File: config.mk
export PLATFORM = sky130hd
export DESIGN_NAME = h263_rtp_depacketizer_rfc4629
export DESIGN_NICKNAME = d
export VERILOG_FILES = /design/src/rtl/h263dep_pkg.sv /design/src/rtl/h263dep_queue.sv /design/src/rtl/h263dep_front.sv /design/src/rtl/h263dep_back.sv /design/src/rtl/h263_rtp_depacketizer_rfc4629.sv
export SDC_FILE = /design/constraint.sdc
export NUM_CORES = 1
export LEC_CHECK = 0
export BUFFER_PORTS_ARGS = -buffer_cell sky130_fd_sc_hd__buf_2
export CAP_MARGIN = 40
export CELL_PAD_IN_SITES_DETAIL_PLACEMENT = 1
export CELL_PAD_IN_SITES_GLOBAL_PLACEMENT = 2
export CORE_ASPECT_RATIO = 0.7
export CORE_UTILIZATION = 44
export CTS_CLUSTER_SIZE = 14
export DETAILED_ROUTE_END_ITERATION = 10
export HOLD_SLACK_MARGIN = 0.02
export MAX_ROUTING_LAYER = met4
export PLACE_DENSITY_LB_ADDON = 0.25
export RECOVER_POWER = 25
export SYNTH_ARGS = -nofsm -noshare
export SYNTH_HDL_FRONTEND = slang
export SYNTH_SLANG_ARGS = --single-unit
File: constraint.sdc
create_clock -name clock -period 18.6 [get_ports clock]
set_input_delay 0.93 -clock clock [delete_from_list [all_inputs] [get_ports clock]]
set_output_delay 0.93 -clock clock [all_outputs]
set_load 0.01 [all_outputs]
File: src/rtl/h263dep_pkg.sv
// Types and constants shared by the H.263 RTP depacketizer modules.
package h263dep_pkg;

   typedef enum logic [1:0] {
      ST_OK      = 2'd0,
      ST_INVALID = 2'd1,
      ST_SMALL   = 2'd2,
      ST_IGNORED = 2'd3
   } status_type;

   localparam logic OP_BYTE = 1'b0;
   localparam logic OP_LOST = 1'b1;

   // Payload header layout: P is 0x04 and V is 0x02 of the first byte, PLEN takes
   // bit 0 of the first byte and bits 0xF8 of the second byte.
   localparam int P_FLAG_BIT    = 2;
   localparam int V_FLAG_BIT    = 1;
   localparam int PLEN_HIGH_BIT = 0;
   localparam int PLEN_LOW_LSB  = 3;

   localparam logic [15:0] MIN_PACKET_LENGTH  = 16'd2;
   localparam logic [15:0] BYTE_INDEX_MAX     = 16'hFFFF;
   localparam logic [6:0]  BASE_HEADER_LENGTH = 7'd2;
   localparam logic [17:0] SYNC_ROOM          = 18'd2;
   localparam logic [15:0] BUFFER_SIZE_RESET  = 16'hFFFF;

   localparam logic [1:0] WRITES_NONE = 2'd0;
   localparam logic [1:0] WRITES_ONE  = 2'd1;
   localparam logic [1:0] WRITES_PAIR = 2'd2;

   localparam int QUEUE_DEPTH     = 4;
   localparam int REQ_TDATA_WIDTH = 32;
   localparam int RSP_TDATA_WIDTH = 48;
   localparam int REQ_PAD_WIDTH   = 7;
   localparam int RSP_PAD_WIDTH   = 6;

   typedef struct packed {
      logic        op;
      logic [7:0]  data_byte;
      logic        first_byte;
      logic        last_byte;
      logic [15:0] packet_length;
      logic        picture_start;
   } req_item_type;

   // One queued command: a group of writes and an optional closing status.
   typedef struct packed {
      logic [15:0] new_position;
      status_type  status;
      logic        status_valid;
      logic [7:0]  write_byte;
      logic [1:0]  write_count;
   } cmd_info_type;

   typedef struct packed {
      logic        write_valid;
      logic [15:0] write_addr;
      logic [7:0]  write_byte;
      logic        status_valid;
      status_type  status;
      logic [15:0] new_position;
      logic        last_result;
   } rsp_item_type;

endpackage

File: src/rtl/h263dep_queue.sv
// Small command queue between the parsing front end and the result stage.
module h263dep_queue #(
   parameter int WIDTH = 8
) (
   input  logic             clock,
   input  logic             reset,
   input  logic             push,
   input  logic [WIDTH-1:0] push_data,
   input  logic             pop,
   output logic             full,
   output logic             head_valid,
   output logic [WIDTH-1:0] head_data
);

   localparam int DEPTH = h263dep_pkg::QUEUE_DEPTH;
   localparam int PTR_W = $clog2(DEPTH);

   logic [WIDTH-1:0] slots_ff [DEPTH];
   logic [PTR_W-1:0] wr_ptr_ff, wr_ptr_in;
   logic [PTR_W-1:0] rd_ptr_ff, rd_ptr_in;
   logic [PTR_W:0]   count_ff, count_in;
   logic             do_push, do_pop;

   assign full       = (count_ff == (PTR_W + 1)'(DEPTH));
   assign head_valid = (count_ff != '0);
   assign head_data  = slots_ff[rd_ptr_ff];
   assign do_push    = push && !full;
   assign do_pop     = pop && head_valid;

   always_comb begin
      wr_ptr_in = wr_ptr_ff;
      rd_ptr_in = rd_ptr_ff;
      count_in  = count_ff;
      if (do_push) begin
         wr_ptr_in = wr_ptr_ff + PTR_W'(1);
      end
      if (do_pop) begin
         rd_ptr_in = rd_ptr_ff + PTR_W'(1);
      end
      if (do_push && !do_pop) begin
         count_in = count_ff + (PTR_W + 1)'(1);
      end else if (do_pop && !do_push) begin
         count_in = count_ff - (PTR_W + 1)'(1);
      end
   end

   always_ff @(posedge clock) begin
      if (do_push) begin
         slots_ff[wr_ptr_ff] <= push_data;
      end
   end

   always_ff @(posedge clock) begin
      if (reset) begin
         wr_ptr_ff <= '0;
         rd_ptr_ff <= '0;
         count_ff  <= '0;
      end else begin
         wr_ptr_ff <= wr_ptr_in;
         rd_ptr_ff <= rd_ptr_in;
         count_ff  <= count_in;
      end
   end

endmodule

File: src/rtl/h263dep_front.sv
// Front end: payload header parsing, sync search, room check and write commands.
module h263dep_front #(
   parameter int ADDR_WIDTH = 16
) (
   input  logic                       clock,
   input  logic                       reset,
   input  logic                       item_accept,
   input  h263dep_pkg::req_item_type  item,
   input  logic                       csr_write,
   input  logic [15:0]                csr_data,
   output logic                       cmd_push,
   output h263dep_pkg::cmd_info_type  cmd_info,
   output logic [ADDR_WIDTH-1:0]      cmd_addr
);

   logic                    in_packet_ff, in_packet_in;
   logic [15:0]             byte_index_ff, byte_index_in;
   logic [15:0]             write_position_ff, write_position_in;
   logic [ADDR_WIDTH-1:0]   sync_position_ff, sync_position_in;
   logic [ADDR_WIDTH-1:0]   output_pointer_ff, output_pointer_in;
   logic                    previous_lost_ff, previous_lost_in;
   logic                    sync_flag_ff, sync_flag_in;
   logic                    vrc_flag_ff, vrc_flag_in;
   logic [5:0]              header_extra_ff, header_extra_in;
   logic                    searching_ff, searching_in;
   logic                    prior_zero_ff, prior_zero_in;
   h263dep_pkg::status_type outcome_ff, outcome_in;
   logic [15:0]             buffer_size_ff, buffer_size_in;
   logic                    push_in;

   function automatic logic [15:0] ptr_to_16(input logic [ADDR_WIDTH-1:0] ptr);
      logic [ADDR_WIDTH+15:0] wide;
      wide = {16'd0, ptr};
      return wide[15:0];
   endfunction

   function automatic logic [ADDR_WIDTH-1:0] pos_to_ptr(input logic [15:0] pos);
      logic [ADDR_WIDTH+15:0] wide;
      wide = {{ADDR_WIDTH{1'b0}}, pos};
      return wide[ADDR_WIDTH-1:0];
   endfunction

   assign buffer_size_in = csr_write ? csr_data : buffer_size_ff;
   assign cmd_push       = item_accept && push_in;

   always_comb begin
      logic [6:0]  hdr;
      logic [6:0]  hdr_base;
      logic [17:0] need;
      logic [15:0] idx;
      logic [16:0] idx_plus;
      logic [15:0] len;
      logic [7:0]  b;

      in_packet_in      = in_packet_ff;
      byte_index_in     = byte_index_ff;
      write_position_in = write_position_ff;
      sync_position_in  = sync_position_ff;
      output_pointer_in = output_pointer_ff;
      previous_lost_in  = previous_lost_ff;
      sync_flag_in      = sync_flag_ff;
      vrc_flag_in       = vrc_flag_ff;
      header_extra_in   = header_extra_ff;
      searching_in      = searching_ff;
      prior_zero_in     = prior_zero_ff;
      outcome_in        = outcome_ff;

      push_in               = 1'b0;
      cmd_addr              = output_pointer_ff;
      cmd_info.new_position = '0;
      cmd_info.status       = h263dep_pkg::ST_OK;
      cmd_info.status_valid = 1'b0;
      cmd_info.write_byte   = '0;
      cmd_info.write_count  = h263dep_pkg::WRITES_NONE;

      hdr      = '0;
      hdr_base = '0;
      need     = '0;
      idx      = '0;
      idx_plus = '0;
      len      = item.packet_length;
      b        = item.data_byte;

      if (item.op == h263dep_pkg::OP_LOST) begin
         previous_lost_in      = 1'b1;
         push_in               = 1'b1;
         cmd_info.status_valid = 1'b1;
         cmd_info.status       = h263dep_pkg::ST_OK;
         cmd_info.new_position = write_position_ff;
      end else begin
         // A first byte abandons whatever packet was in flight.
         if (item.first_byte) begin
            in_packet_in    = 1'b1;
            byte_index_in   = '0;
            if (item.picture_start) begin
               write_position_in = '0;
            end
            outcome_in        = h263dep_pkg::ST_OK;
            searching_in      = 1'b0;
            prior_zero_in     = 1'b0;
            sync_flag_in      = 1'b0;
            vrc_flag_in       = 1'b0;
            header_extra_in   = '0;
            output_pointer_in = pos_to_ptr(write_position_in);
         end

         if (in_packet_in) begin
            idx      = byte_index_in;
            idx_plus = {1'b0, idx} + 17'd1;
            if (item.last_byte && outcome_in == h263dep_pkg::ST_OK &&
                idx_plus < {1'b0, len}) begin
               outcome_in = h263dep_pkg::ST_INVALID;
            end

            if (outcome_in == h263dep_pkg::ST_OK) begin
               hdr_base = h263dep_pkg::BASE_HEADER_LENGTH + {6'd0, vrc_flag_in};
               hdr      = hdr_base + {1'b0, header_extra_in};
               priority if (idx == 16'd0) begin
                  if (len < h263dep_pkg::MIN_PACKET_LENGTH) begin
                     outcome_in = h263dep_pkg::ST_INVALID;
                  end else begin
                     if (write_position_in == '0) begin
                        sync_position_in = '0;
                     end
                     sync_flag_in    = b[h263dep_pkg::P_FLAG_BIT];
                     vrc_flag_in     = b[h263dep_pkg::V_FLAG_BIT];
                     header_extra_in = {b[h263dep_pkg::PLEN_HIGH_BIT], 5'd0};
                  end
               end else if (idx == 16'd1) begin
                  header_extra_in = {header_extra_in[5], b[h263dep_pkg::PLEN_LOW_LSB +: 5]};
                  hdr = h263dep_pkg::BASE_HEADER_LENGTH + {6'd0, vrc_flag_in}
                        + {1'b0, header_extra_in};
                  if (len <= {9'd0, hdr}) begin
                     outcome_in = h263dep_pkg::ST_INVALID;
                  end else begin
                     need = {2'b0, write_position_in} + {2'b0, len - {9'd0, hdr}}
                            + h263dep_pkg::SYNC_ROOM;
                     // A new picture without the P flag also copies the extra header.
                     if (!sync_flag_in && write_position_in == '0) begin
                        need = need + {12'd0, header_extra_in};
                     end
                     if ({2'b0, buffer_size_ff} < need) begin
                        outcome_in = h263dep_pkg::ST_SMALL;
                     end else begin
                        prior_zero_in     = 1'b0;
                        searching_in      = 1'b0;
                        output_pointer_in = pos_to_ptr(write_position_in);
                        if (!sync_flag_in) begin
                           if (write_position_in == '0) begin
                              previous_lost_in = 1'b1;
                              if (header_extra_in != '0) begin
                                 cmd_addr             = output_pointer_in;
                                 cmd_info.write_count = h263dep_pkg::WRITES_PAIR;
                                 output_pointer_in    = output_pointer_in + ADDR_WIDTH'(2);
                              end
                           end else if (previous_lost_in) begin
                              output_pointer_in = sync_position_in;
                           end
                           searching_in = previous_lost_in;
                        end else begin
                           // The P flag stands for the two zero bytes of a start code.
                           sync_position_in     = output_pointer_in;
                           cmd_addr             = output_pointer_in;
                           cmd_info.write_count = h263dep_pkg::WRITES_PAIR;
                           output_pointer_in    = output_pointer_in + ADDR_WIDTH'(2);
                        end
                     end
                  end
               end else if (idx < {9'd0, hdr}) begin
                  // Extra picture header bytes are copied only on a fresh picture.
                  if (!sync_flag_in && write_position_in == '0 &&
                      idx >= {9'd0, hdr_base}) begin
                     cmd_addr             = output_pointer_in;
                     cmd_info.write_byte  = b;
                     cmd_info.write_count = h263dep_pkg::WRITES_ONE;
                     output_pointer_in    = output_pointer_in + ADDR_WIDTH'(1);
                  end
               end else if (idx < len) begin
                  if (searching_in) begin
                     if (prior_zero_in && b == 8'd0) begin
                        searching_in         = 1'b0;
                        prior_zero_in        = 1'b0;
                        sync_position_in     = output_pointer_in;
                        cmd_addr             = output_pointer_in;
                        cmd_info.write_count = h263dep_pkg::WRITES_PAIR;
                        output_pointer_in    = output_pointer_in + ADDR_WIDTH'(2);
                     end else begin
                        prior_zero_in = (b == 8'd0);
                     end
                  end else begin
                     cmd_addr             = output_pointer_in;
                     cmd_info.write_byte  = b;
                     cmd_info.write_count = h263dep_pkg::WRITES_ONE;
                     output_pointer_in    = output_pointer_in + ADDR_WIDTH'(1);
                  end
               end else begin
                  // Bytes past the declared length are dropped.
               end
            end

            if (idx != h263dep_pkg::BYTE_INDEX_MAX) begin
               byte_index_in = idx + 16'd1;
            end

            if (item.last_byte) begin
               cmd_info.status = outcome_in;
               if (outcome_in == h263dep_pkg::ST_OK) begin
                  if (searching_in) begin
                     cmd_info.status = h263dep_pkg::ST_IGNORED;
                  end else begin
                     write_position_in = ptr_to_16(output_pointer_in);
                     previous_lost_in  = 1'b0;
                  end
               end else begin
                  previous_lost_in = 1'b1;
               end
               cmd_info.status_valid = 1'b1;
               cmd_info.new_position = write_position_in;
               in_packet_in          = 1'b0;
            end

            push_in = cmd_info.status_valid ||
                      (cmd_info.write_count != h263dep_pkg::WRITES_NONE);
         end
      end
   end

   always_ff @(posedge clock) begin
      if (reset) begin
         in_packet_ff      <= 1'b0;
         byte_index_ff     <= '0;
         write_position_ff <= '0;
         sync_position_ff  <= '0;
         output_pointer_ff <= '0;
         previous_lost_ff  <= 1'b0;
         sync_flag_ff      <= 1'b0;
         vrc_flag_ff       <= 1'b0;
         header_extra_ff   <= '0;
         searching_ff      <= 1'b0;
         prior_zero_ff     <= 1'b0;
         outcome_ff        <= h263dep_pkg::ST_OK;
         buffer_size_ff    <= h263dep_pkg::BUFFER_SIZE_RESET;
      end else begin
         buffer_size_ff <= buffer_size_in;
         if (item_accept) begin
            in_packet_ff      <= in_packet_in;
            byte_index_ff     <= byte_index_in;
            write_position_ff <= write_position_in;
            sync_position_ff  <= sync_position_in;
            output_pointer_ff <= output_pointer_in;
            previous_lost_ff  <= previous_lost_in;
            sync_flag_ff      <= sync_flag_in;
            vrc_flag_ff       <= vrc_flag_in;
            header_extra_ff   <= header_extra_in;
            searching_ff      <= searching_in;
            prior_zero_ff     <= prior_zero_in;
            outcome_ff        <= outcome_in;
         end
      end
   end

endmodule

File: src/rtl/h263dep_back.sv
// Result stage: expands one queued command into write and status results.
module h263dep_back #(
   parameter int ADDR_WIDTH = 16
) (
   input  logic                       clock,
   input  logic                       reset,
   input  logic                       head_valid,
   input  h263dep_pkg::cmd_info_type  head_info,
   input  logic [ADDR_WIDTH-1:0]      head_addr,
   output logic                       pop,
   output logic                       rsp_valid,
   input  logic                       rsp_ready,
   output h263dep_pkg::rsp_item_type  rsp_item
);

   logic                      busy_ff, busy_in;
   logic [1:0]                remaining_ff, remaining_in;
   logic [ADDR_WIDTH-1:0]     addr_ff, addr_in;
   h263dep_pkg::cmd_info_type info_ff, info_in;
   logic                      is_write, is_last, xfer, done, load;

   function automatic logic [15:0] ptr_to_16(input logic [ADDR_WIDTH-1:0] ptr);
      logic [ADDR_WIDTH+15:0] wide;
      wide = {16'd0, ptr};
      return wide[15:0];
   endfunction

   assign is_write  = (remaining_ff != h263dep_pkg::WRITES_NONE);
   assign is_last   = is_write ? (remaining_ff == h263dep_pkg::WRITES_ONE &&
                                  !info_ff.status_valid) : 1'b1;
   assign rsp_valid = busy_ff;
   assign xfer      = busy_ff && rsp_ready;
   assign done      = xfer && is_last;
   assign load      = (!busy_ff || done) && head_valid;
   assign pop       = load;

   always_comb begin
      rsp_item.write_valid  = is_write;
      rsp_item.write_addr   = is_write ? ptr_to_16(addr_ff) : 16'd0;
      rsp_item.write_byte   = is_write ? info_ff.write_byte : 8'd0;
      rsp_item.status_valid = !is_write;
      rsp_item.status       = is_write ? h263dep_pkg::ST_OK : info_ff.status;
      rsp_item.new_position = is_write ? 16'd0 : info_ff.new_position;
      rsp_item.last_result  = is_last;
   end

   always_comb begin
      busy_in      = busy_ff;
      remaining_in = remaining_ff;
      addr_in      = addr_ff;
      info_in      = info_ff;
      if (load) begin
         busy_in      = 1'b1;
         remaining_in = head_info.write_count;
         addr_in      = head_addr;
         info_in      = head_info;
      end else if (done) begin
         busy_in = 1'b0;
      end else if (xfer) begin
         // A write with more results to follow steps to the next address.
         remaining_in = remaining_ff - 2'd1;
         addr_in      = addr_ff + ADDR_WIDTH'(1);
      end
   end

   always_ff @(posedge clock) begin
      if (reset) begin
         busy_ff      <= 1'b0;
         remaining_ff <= h263dep_pkg::WRITES_NONE;
      end else begin
         busy_ff      <= busy_in;
         remaining_ff <= remaining_in;
      end
   end

   always_ff @(posedge clock) begin
      addr_ff <= addr_in;
      info_ff <= info_in;
   end

endmodule

File: src/rtl/h263_rtp_depacketizer_rfc4629.sv
// H.263 RTP depacketizer top level (RFC 4629 payload format). Payload bytes or
// lost-packet notices enter on the req stream, one per cycle, and are parsed in
// the cycle they are accepted; each item gives zero to three results (bitstream
// writes with their addresses and a closing status), which wait as one command in
// a four-entry queue and leave the rsp stream one result per clock cycle while
// rsp_tready is high. The first result of an item is registered in the queue and
// then in the result stage before it is offered on the rsp stream. The input keeps
// its rate of one item per cycle as long as items give at most one result on
// average; the single result port sets the rate otherwise, and req_tready falls
// while the queue is full. The buffer_size register is written through the csr
// port, which is always ready and is meant to be written while the block is idle.
module h263_rtp_depacketizer_rfc4629 #(
   parameter int ADDR_WIDTH = 16
) (
   input  logic        clock,
   input  logic        reset,
   input  logic        req_tvalid,
   output logic        req_tready,
   // data_byte [7:0], packet_length [23:8], picture_start [24], zero fill [31:25]
   input  logic [h263dep_pkg::REQ_TDATA_WIDTH-1:0] req_tdata,
   // last_byte
   input  logic        req_tlast,
   // op [0], first_byte [1]
   input  logic [1:0]  req_tuser,
   output logic        rsp_tvalid,
   input  logic        rsp_tready,
   // write_addr [15:0], write_byte [23:16], status [25:24], new_position [41:26],
   // zero fill [47:42]
   output logic [h263dep_pkg::RSP_TDATA_WIDTH-1:0] rsp_tdata,
   // last_result
   output logic        rsp_tlast,
   // write_valid [0], status_valid [1]
   output logic [1:0]  rsp_tuser,
   input  logic        csr_valid,
   output logic        csr_ready,
   // buffer_size
   input  logic [15:0] csr_data
);

   localparam int INFO_W  = $bits(h263dep_pkg::cmd_info_type);
   localparam int ENTRY_W = INFO_W + ADDR_WIDTH;

   h263dep_pkg::req_item_type item;
   h263dep_pkg::cmd_info_type cmd_info, head_info;
   h263dep_pkg::rsp_item_type rsp_item;
   logic [ADDR_WIDTH-1:0]     cmd_addr, head_addr;
   logic [ENTRY_W-1:0]        head_data;
   logic                      item_accept, cmd_push, queue_full, head_valid, pop;

   assign csr_ready   = 1'b1;
   assign req_tready  = !queue_full;
   assign item_accept = req_tvalid && req_tready;

   assign item.op            = req_tuser[0];
   assign item.first_byte    = req_tuser[1];
   assign item.data_byte     = req_tdata[7:0];
   assign item.packet_length = req_tdata[23:8];
   assign item.picture_start = req_tdata[24];
   assign item.last_byte     = req_tlast;

   assign head_addr = head_data[ADDR_WIDTH-1:0];
   assign head_info = h263dep_pkg::cmd_info_type'(head_data[ENTRY_W-1:ADDR_WIDTH]);

   h263dep_front #(
      .ADDR_WIDTH(ADDR_WIDTH)
   ) u_front (
      .clock       (clock),
      .reset       (reset),
      .item_accept (item_accept),
      .item        (item),
      .csr_write   (csr_valid && csr_ready),
      .csr_data    (csr_data),
      .cmd_push    (cmd_push),
      .cmd_info    (cmd_info),
      .cmd_addr    (cmd_addr)
   );

   h263dep_queue #(
      .WIDTH(ENTRY_W)
   ) u_queue (
      .clock      (clock),
      .reset      (reset),
      .push       (cmd_push),
      .push_data  ({cmd_info, cmd_addr}),
      .pop        (pop),
      .full       (queue_full),
      .head_valid (head_valid),
      .head_data  (head_data)
   );

   h263dep_back #(
      .ADDR_WIDTH(ADDR_WIDTH)
   ) u_back (
      .clock      (clock),
      .reset      (reset),
      .head_valid (head_valid),
      .head_info  (head_info),
      .head_addr  (head_addr),
      .pop        (pop),
      .rsp_valid  (rsp_tvalid),
      .rsp_ready  (rsp_tready),
      .rsp_item   (rsp_item)
   );

   assign rsp_tdata = {{h263dep_pkg::RSP_PAD_WIDTH{1'b0}}, rsp_item.new_position,
                       rsp_item.status, rsp_item.write_byte, rsp_item.write_addr};
   assign rsp_tlast = rsp_item.last_result;
   assign rsp_tuser = {rsp_item.status_valid, rsp_item.write_valid};

endmodule

# == After elaboration in Yosys (flattened, before gate mapping) ==
# Memories as Yosys holds them, arrays and structs flattened. A register that Yosys moved wholly into a read port is not among the register bits.
# Index checks and enable logic that the tools add are counted.
# op_classes
n_lt_le_gt_ge,7
mux,183
reduce_logical,45
eq_ne,11
n_addsub,18
bitwise,1
# op_table
operator,count
16-bit 2-to-1 mux,59
18-bit 2-to-1 mux,7
10-bit 2-to-1 mux,8
19-bit 2-to-1 mux,4
1-bit 2-to-1 mux,62
2-bit 2-to-1 mux,30
16-bit by 1-bit adder with 16-bit output (second input constant),3
6-bit 2-to-1 mux,6
16-bit by 2-bit adder with 16-bit output (second input constant),2
16-bit logical NOT,2
29-bit 2-to-1 mux,1
8-bit 2-to-1 mux,3
18-bit by 2-bit adder with 18-bit output (second input constant),1
18-bit by 6-bit adder with 18-bit output,1
16-bit by 18-bit < comparator with 1-bit output,1
16-bit by 1-bit adder with 17-bit output (second input constant),1
16-bit by 16-bit adder with 17-bit output,1
17-bit by 16-bit < comparator with 1-bit output,1
16-bit by 1-bit equality test with 1-bit output (second input constant),1
16-bit by 7-bit >= comparator with 1-bit output,1
16-bit by 7-bit less-or-equal comparator with 1-bit output,1
16-bit < comparator,1
16-bit by 2-bit < comparator with 1-bit output (second input constant),1
16-bit by 7-bit < comparator with 1-bit output,1
other kinds (27),66
# word_totals
reg_bits,147
mem_bits_rw,180
input_bits,56
word_cells,289
output_inout_bits,54
n_memories,1
# mem_list
memory,depth,word_bits,read_ports,rd_ports_with_merged_regs,write_ports,line_no,text
u_queue.slots_ff,4,45,1,1,1,h263dep_queue.sv:18,logic [WIDTH-1:0] slots_ff [DEPTH];

# == Logic depth before layout (Yosys ltp) ==
# logic_depth
depth_word,37
ltp_mapped,51

# == Hierarchy ==
# Synthesis repeated with hierarchy kept, for this count alone.
# hier_totals
hier_cells,1999
hier_area_um2,20509.7
# modules_own_cells
module,cells_each,instances,area_per_inst_um2,seq_area_each_um2
h263dep_front,1510,1,11106.9,1881.8
h263dep_queue,283,1,7023.0,5585.4
h263dep_back,195,1,2309.7,1351.3
h263_rtp_depacketizer_rfc4629,11,1,70.1,0.0

# == Worst setup path before layout ==
# Ideal clock, no wire load.
# synth_path
kind,in2reg
from,input port req_tuser[1]
to,"memory u_queue.slots_ff[0][0] (netlist bit), enable pin"
n_path_buf,9
path_stages,43
arrival_ps,9945
slack_ps,8248
required_time_ps,18193
cell_sequence,clkbuf_1 clkbuf_1 clkbuf_1 clkbuf_1 buf_1 clkbuf_1 nor2b_1 ha_1 inv_1 ha_1 ha_1 nor2b_1 o21ai_0 nand2b_1 a21o_1 a21o_1 a21o_1 a21o_1 [... 7 more ...] and4_1 clkbuf_1 nand2b_1 nor3_1 or2_2 a32oi_1 nor2_1 xnor2_1 ha_1 nand4_1 o31ai_1 nand4_1 nor4_2 nor2_1 o2111ai_1 and2_1 clkbuf_1 and2_1
# synth_via
elab_chain_len,31
word_cells_on_any_way,77
classes_between,add/sub (8); order compare (6); eq/ne (1); mux (47); reduce/logical (15)
# synth_rtl
item,line_no,text
"start, declared",h263_rtp_depacketizer_rfc4629.sv:24,"input logic [1:0] req_tuser,"
1-bit 2-to-1 mux,h263dep_front.sv:92,if (item.first_byte) begin
1-bit 2-to-1 mux,h263dep_front.sv:84,if (item.op == h263dep_pkg::OP_LOST) begin
2-bit by 1-bit adder with 3-bit output,"h263dep_front.sv:116, h263dep_front.sv:131",
3-bit by 6-bit adder with 7-bit output,h263dep_front.sv:132,"+ {1'b0, header_extra_in};"
16-bit by 7-bit subtractor with 16-bit output,h263dep_front.sv:136,"need = {2'b0, write_position_in} + {2'b0, len - {9'd0, hdr}}"
16-bit by 16-bit adder with 17-bit output,h263dep_front.sv:136,
18-bit by 2-bit adder with 18-bit output,h263dep_front.sv:137,+ h263dep_pkg::SYNC_ROOM;
18-bit by 6-bit adder with 18-bit output,h263dep_front.sv:140,"need = need + {12'd0, header_extra_in};"
[... 16 more ...],--,
1-bit logical OR,h263dep_front.sv:222,push_in = cmd_info.status_valid ||
1-bit 2-to-1 mux (*),h263dep_front.sv:107,if (in_packet_in) begin
1-bit 2-to-1 mux (*),h263dep_front.sv:84,
1-bit logical AND (*),h263dep_front.sv:44,assign cmd_push = item_accept && push_in;
1-bit logical AND (*),h263dep_queue.sv:27,assign do_push = push && !full;
named net u_queue.do_push,h263dep_queue.sv:22,"logic do_push, do_pop;"
1-bit 2-to-1 mux (*),h263dep_queue.sv:48,if (do_push) begin
1-bit 2-to-1 mux (implied by the code) (*),h263dep_queue.sv:49,slots_ff[wr_ptr_ff] <= push_data;
"end, declared",h263dep_queue.sv:18,
# The timed path passes the listed nets; every way through them passes the cells marked *. The select of a mux whose other input is x is not followed.

# == Worst setup path in the final report ==
# layout_path
from,input port req_tuser[1]
to,register u_queue.count_ff[2]
# layout_via
elab_chain_len,32
word_cells_on_any_way,80
classes_between,add/sub (8); order compare (6); eq/ne (1); mux (46); reduce/logical (19)
# layout_rtl
item,line_no,text
1-bit 2-to-1 mux,h263dep_front.sv:92,
1-bit 2-to-1 mux,h263dep_front.sv:84,
2-bit by 1-bit adder with 3-bit output,"h263dep_front.sv:116, h263dep_front.sv:131",
3-bit by 6-bit adder with 7-bit output,h263dep_front.sv:132,
16-bit by 7-bit subtractor with 16-bit output,h263dep_front.sv:136,
16-bit by 16-bit adder with 17-bit output,h263dep_front.sv:136,
18-bit by 2-bit adder with 18-bit output,h263dep_front.sv:137,
18-bit by 6-bit adder with 18-bit output,h263dep_front.sv:140,
[... 16 more ...],--,
1-bit logical OR,h263dep_front.sv:222,
1-bit 2-to-1 mux (*),h263dep_front.sv:107,
1-bit 2-to-1 mux (*),h263dep_front.sv:84,
1-bit logical AND (*),h263dep_front.sv:44,
1-bit logical AND (*),h263dep_queue.sv:27,
1-bit logical NOT,h263dep_queue.sv:42,end else if (do_pop && !do_push) begin
1-bit logical AND,h263dep_queue.sv:42,
2-bit nonzero test (no source line),--,
"end signal, assigned",h263dep_queue.sv:61,count_ff <= count_in;
"end, declared",h263dep_queue.sv:21,"logic [PTR_W:0] count_ff, count_in;"
# Every way passes the cells marked *; elsewhere a longest branch is shown, timed or not. The select of a mux whose other input is x is not followed.
# A chain may end at the register's enable or synchronous reset.

==> flow_metrics.tcl <==
set metrics [dict create \
    final_core_util_pct 49.3 \
    layout_commonest_cell "edfxtp_1" \
    cp_slowest_stage_delay_ns 1.06 \
    cts_buffer_depth 3 \
    dp_hpwl_mm 51.5 \
    peakVddDrop_mv 0.0741 \
    htree_levels 2 \
    clock_latency_ns 0.57 \
    grt_pass1_vias 17200 \
    cts_hold_buf 0 \
    fmax_mhz 88.9 \
    die_w_um 261 \
    synth.distinct_cells 97 \
    slew_headroom_pct -103 \
    cts_buffers 34 \
    coreArea_um2 46500 \
    synth_area_um2 20700 \
    fin_crit_ns 11.25 \
    initial_core_util_pct 44.6 \
    crit_top_cell "ha_1" \
    powerDensity_nw_per_um2 102 \
    worst_ep_arrival_time_ns 11.69 \
    status "complete, but fails checks" \
    antenna_cells 0 \
    holdWs_ns 0.464 \
    synthCells 2098 \
    gp_congestion 0.960 \
    grt_setup_unrepaired "false" \
    cp_max_fo 25 \
    clk_pin_slew_worst_paths_ns 0.06 \
    yosysWarnings 0 \
    violations "max-capacitance violations, max-slew violations" \
    mostFrequentLayoutCells "edfxtp_1 (223), nand2_1 (207), nor2_1 (158)" \
    wl_mm 69.7 \
    hp-class "reg2reg" \
    via_per_inst 6.21 \
    area_growth_pct 10.6 \
    grt_overflow 0 \
    die_h_um 184 \
    drtIter0Drc 1460 \
    start_kind "input pin" \
    drv_slew 350 \
    hold_viol_final 0 \
    grt_max_degree 68 \
    ant_nets 0 \
    critPathRequiredTime_ns 19.04 \
    rows 66 \
    p_leak_nw 8.44 \
    hold_depth 2 \
    grt_pass1_wl_mm 105 \
    port-buffer-count 95 \
    fin_nets 2323 \
    cts.sinks 329 \
    post-cts-setup-buffer-count 0 \
    ys_seq_elements 329 \
    synth_edf_count 223 \
    p_total_mw 2.35 \
    drive_gt1_share_pct 11.8 \
    end_kind "flip-flop" \
    dr.pass1.iters 5 \
    io_pins 110 \
    synthArstFlopShare_pct 0 \
    cts_resized 0 \
    die_area_um2 48000 \
    cts_tree "built" \
    tns_ns 0 \
    maxCapViolCount 9 \
    synth.yosys.seq_area_share_pct 42.5 \
    drc_errors 0 \
    tightestPinTransition_ns 3.04 \
    cts_root_buf "clkbuf_16" \
    crit_path_top_delay_cell "clkbuf_1" \
    groute.usage.overall_pct 29.9 \
    worst-r2r-cell-count 40 \
    wire_per_inst_um 24.9 \
    finClkSkew_ns 0.0238 \
    worst-setup-path-type "in2reg" \
    antenna_found_initial 1 \
    setup_viol 0 \
    finalCritPeriodShare_pct 60.5 \
    route.vias.total 17400 \
    synth_ff_type "edfxtp_1" \
    synth.avg_cell_area_um2 9.88 \
]
per-layer routing:
layer  global-route usage [%]  wire length [um]
met4                     7.49              1550
met3                     5.61              5260
met5                        -                 0
met1                     44.1             34000
met2                     41.8             28800
registers in the layout (all words and copies together) (netlist names), 6 cells and up, named ones only:
signal                     cells
u_back.addr_ff                16
u_back.info_ff                27
u_front.buffer_size_ff        16
u_front.byte_index_ff         16
u_front.header_extra_ff        6
u_front.output_pointer_ff     16
u_front.sync_position_ff      16
u_front.write_position_ff     16
u_queue.slots_ff             180
synth_stat cells (13+ instances only):
master / count / area share (%)
dfxtp_1: 106 / 10
mux4_2: 45 / 4.9
nand4_1: 25 / 0.75
nor3_1: 39 / 0.94
buf_2: 13 / 0.31
nor2b_1: 49 / 1.5
nor2_1: 158 / 2.9
o211ai_1: 22 / 0.80
a21oi_1: 132 / 3.2
inv_1: 65 / 1.2
and2_1: 58 / 1.7
a22o_1: 13 / 0.55
mux2i_1: 42 / 2.0
nand3_1: 48 / 1.2
xnor2_1: 58 / 2.4
o31ai_1: 14 / 0.51
xor2_1: 32 / 1.4
nand2b_1: 13 / 0.39
a21o_1: 32 / 1.2
and3_1: 33 / 1.0
or4_1: 13 / 0.47
a22oi_1: 33 / 1.2
ha_1: 100 / 6.0
a211oi_1: 43 / 1.6
o21ai_0: 121 / 2.9
nand2_1: 208 / 3.8
edfxtp_1: 223 / 32
clkbuf_1: 93 / 1.7
per-stage QoR:
stage          cell area (um2)  worst slack (ns)  instances
6_report                 22900              7.35       2801
4_1_cts                  23000              8.26       2800
2_1_floorplan            20800              8.25       2103
5_1_grt                  22900              6.77       2801
3_3_place_gp             21800              7.70       2729
3_5_place_dp             21900              7.74       2738
critical path, delay by kind of cell:
kind | cells | cell delay (ns)
and+or+nand+nor | 15 | 2.97
adders and majority gates | 7 | 2.32
AOI/OAI and AO/OA | 12 | 3.30
buffers and inverters | 3 | 1.18
xor gates and xnor gates | 4 | 0.96
area by class of cell:
class	count	area, um2
inverters	66	248
clock inverters	16	184
flip-flops and latches	329	8820
repair buffers	150	808
well taps	612	766
clock buffers	46	916
fillers	5232	23600
multi-input cells	1582	11200
logic make-up after synthesis:
| family | synth area share, % |
|---|---|
| AO/OA/AOI/OAI | 18.6 |
| XOR/XNOR | 3.96 |
| adder cells (fa/ha/maj) | 6.42 |
| buffers and inverters | 3.79 |
| flip-flops | 42.5 |
| multiplexers | 7.24 |
| other | 0.0362 |
| AND/OR/NAND/NOR | 17.5 |
path summary, 6_finish.rpt:
kind	start	to	slack, ns
min reg2reg	u_front.output_pointer_ff[3]$_SDFFE_PP0P_	u_front.output_pointer_ff[3]$_SDFFE_PP0P_	0.46
min	u_front.output_pointer_ff[3]$_SDFFE_PP0P_	u_front.output_pointer_ff[3]$_SDFFE_PP0P_	0.46
max	req_tuser[1]	u_queue.count_ff[2]$_SDFFE_PP0P_	7.35
max reg2reg	u_front.vrc_flag_ff$_SDFFE_PP0P_	u_queue.count_ff[2]$_SDFFE_PP0P_	8.45
power breakdown:
group / internal, mW / leakage [nW] / switching (mW)
Clock: 0.381 / 0.530 / 0.308
Sequential: 0.906 / 2.99 / 0.0578
Combinational: 0.270 / 4.92 / 0.424
Total: 1.56 / 8.44 / 0.790
(Power assumes the default switching activity.)
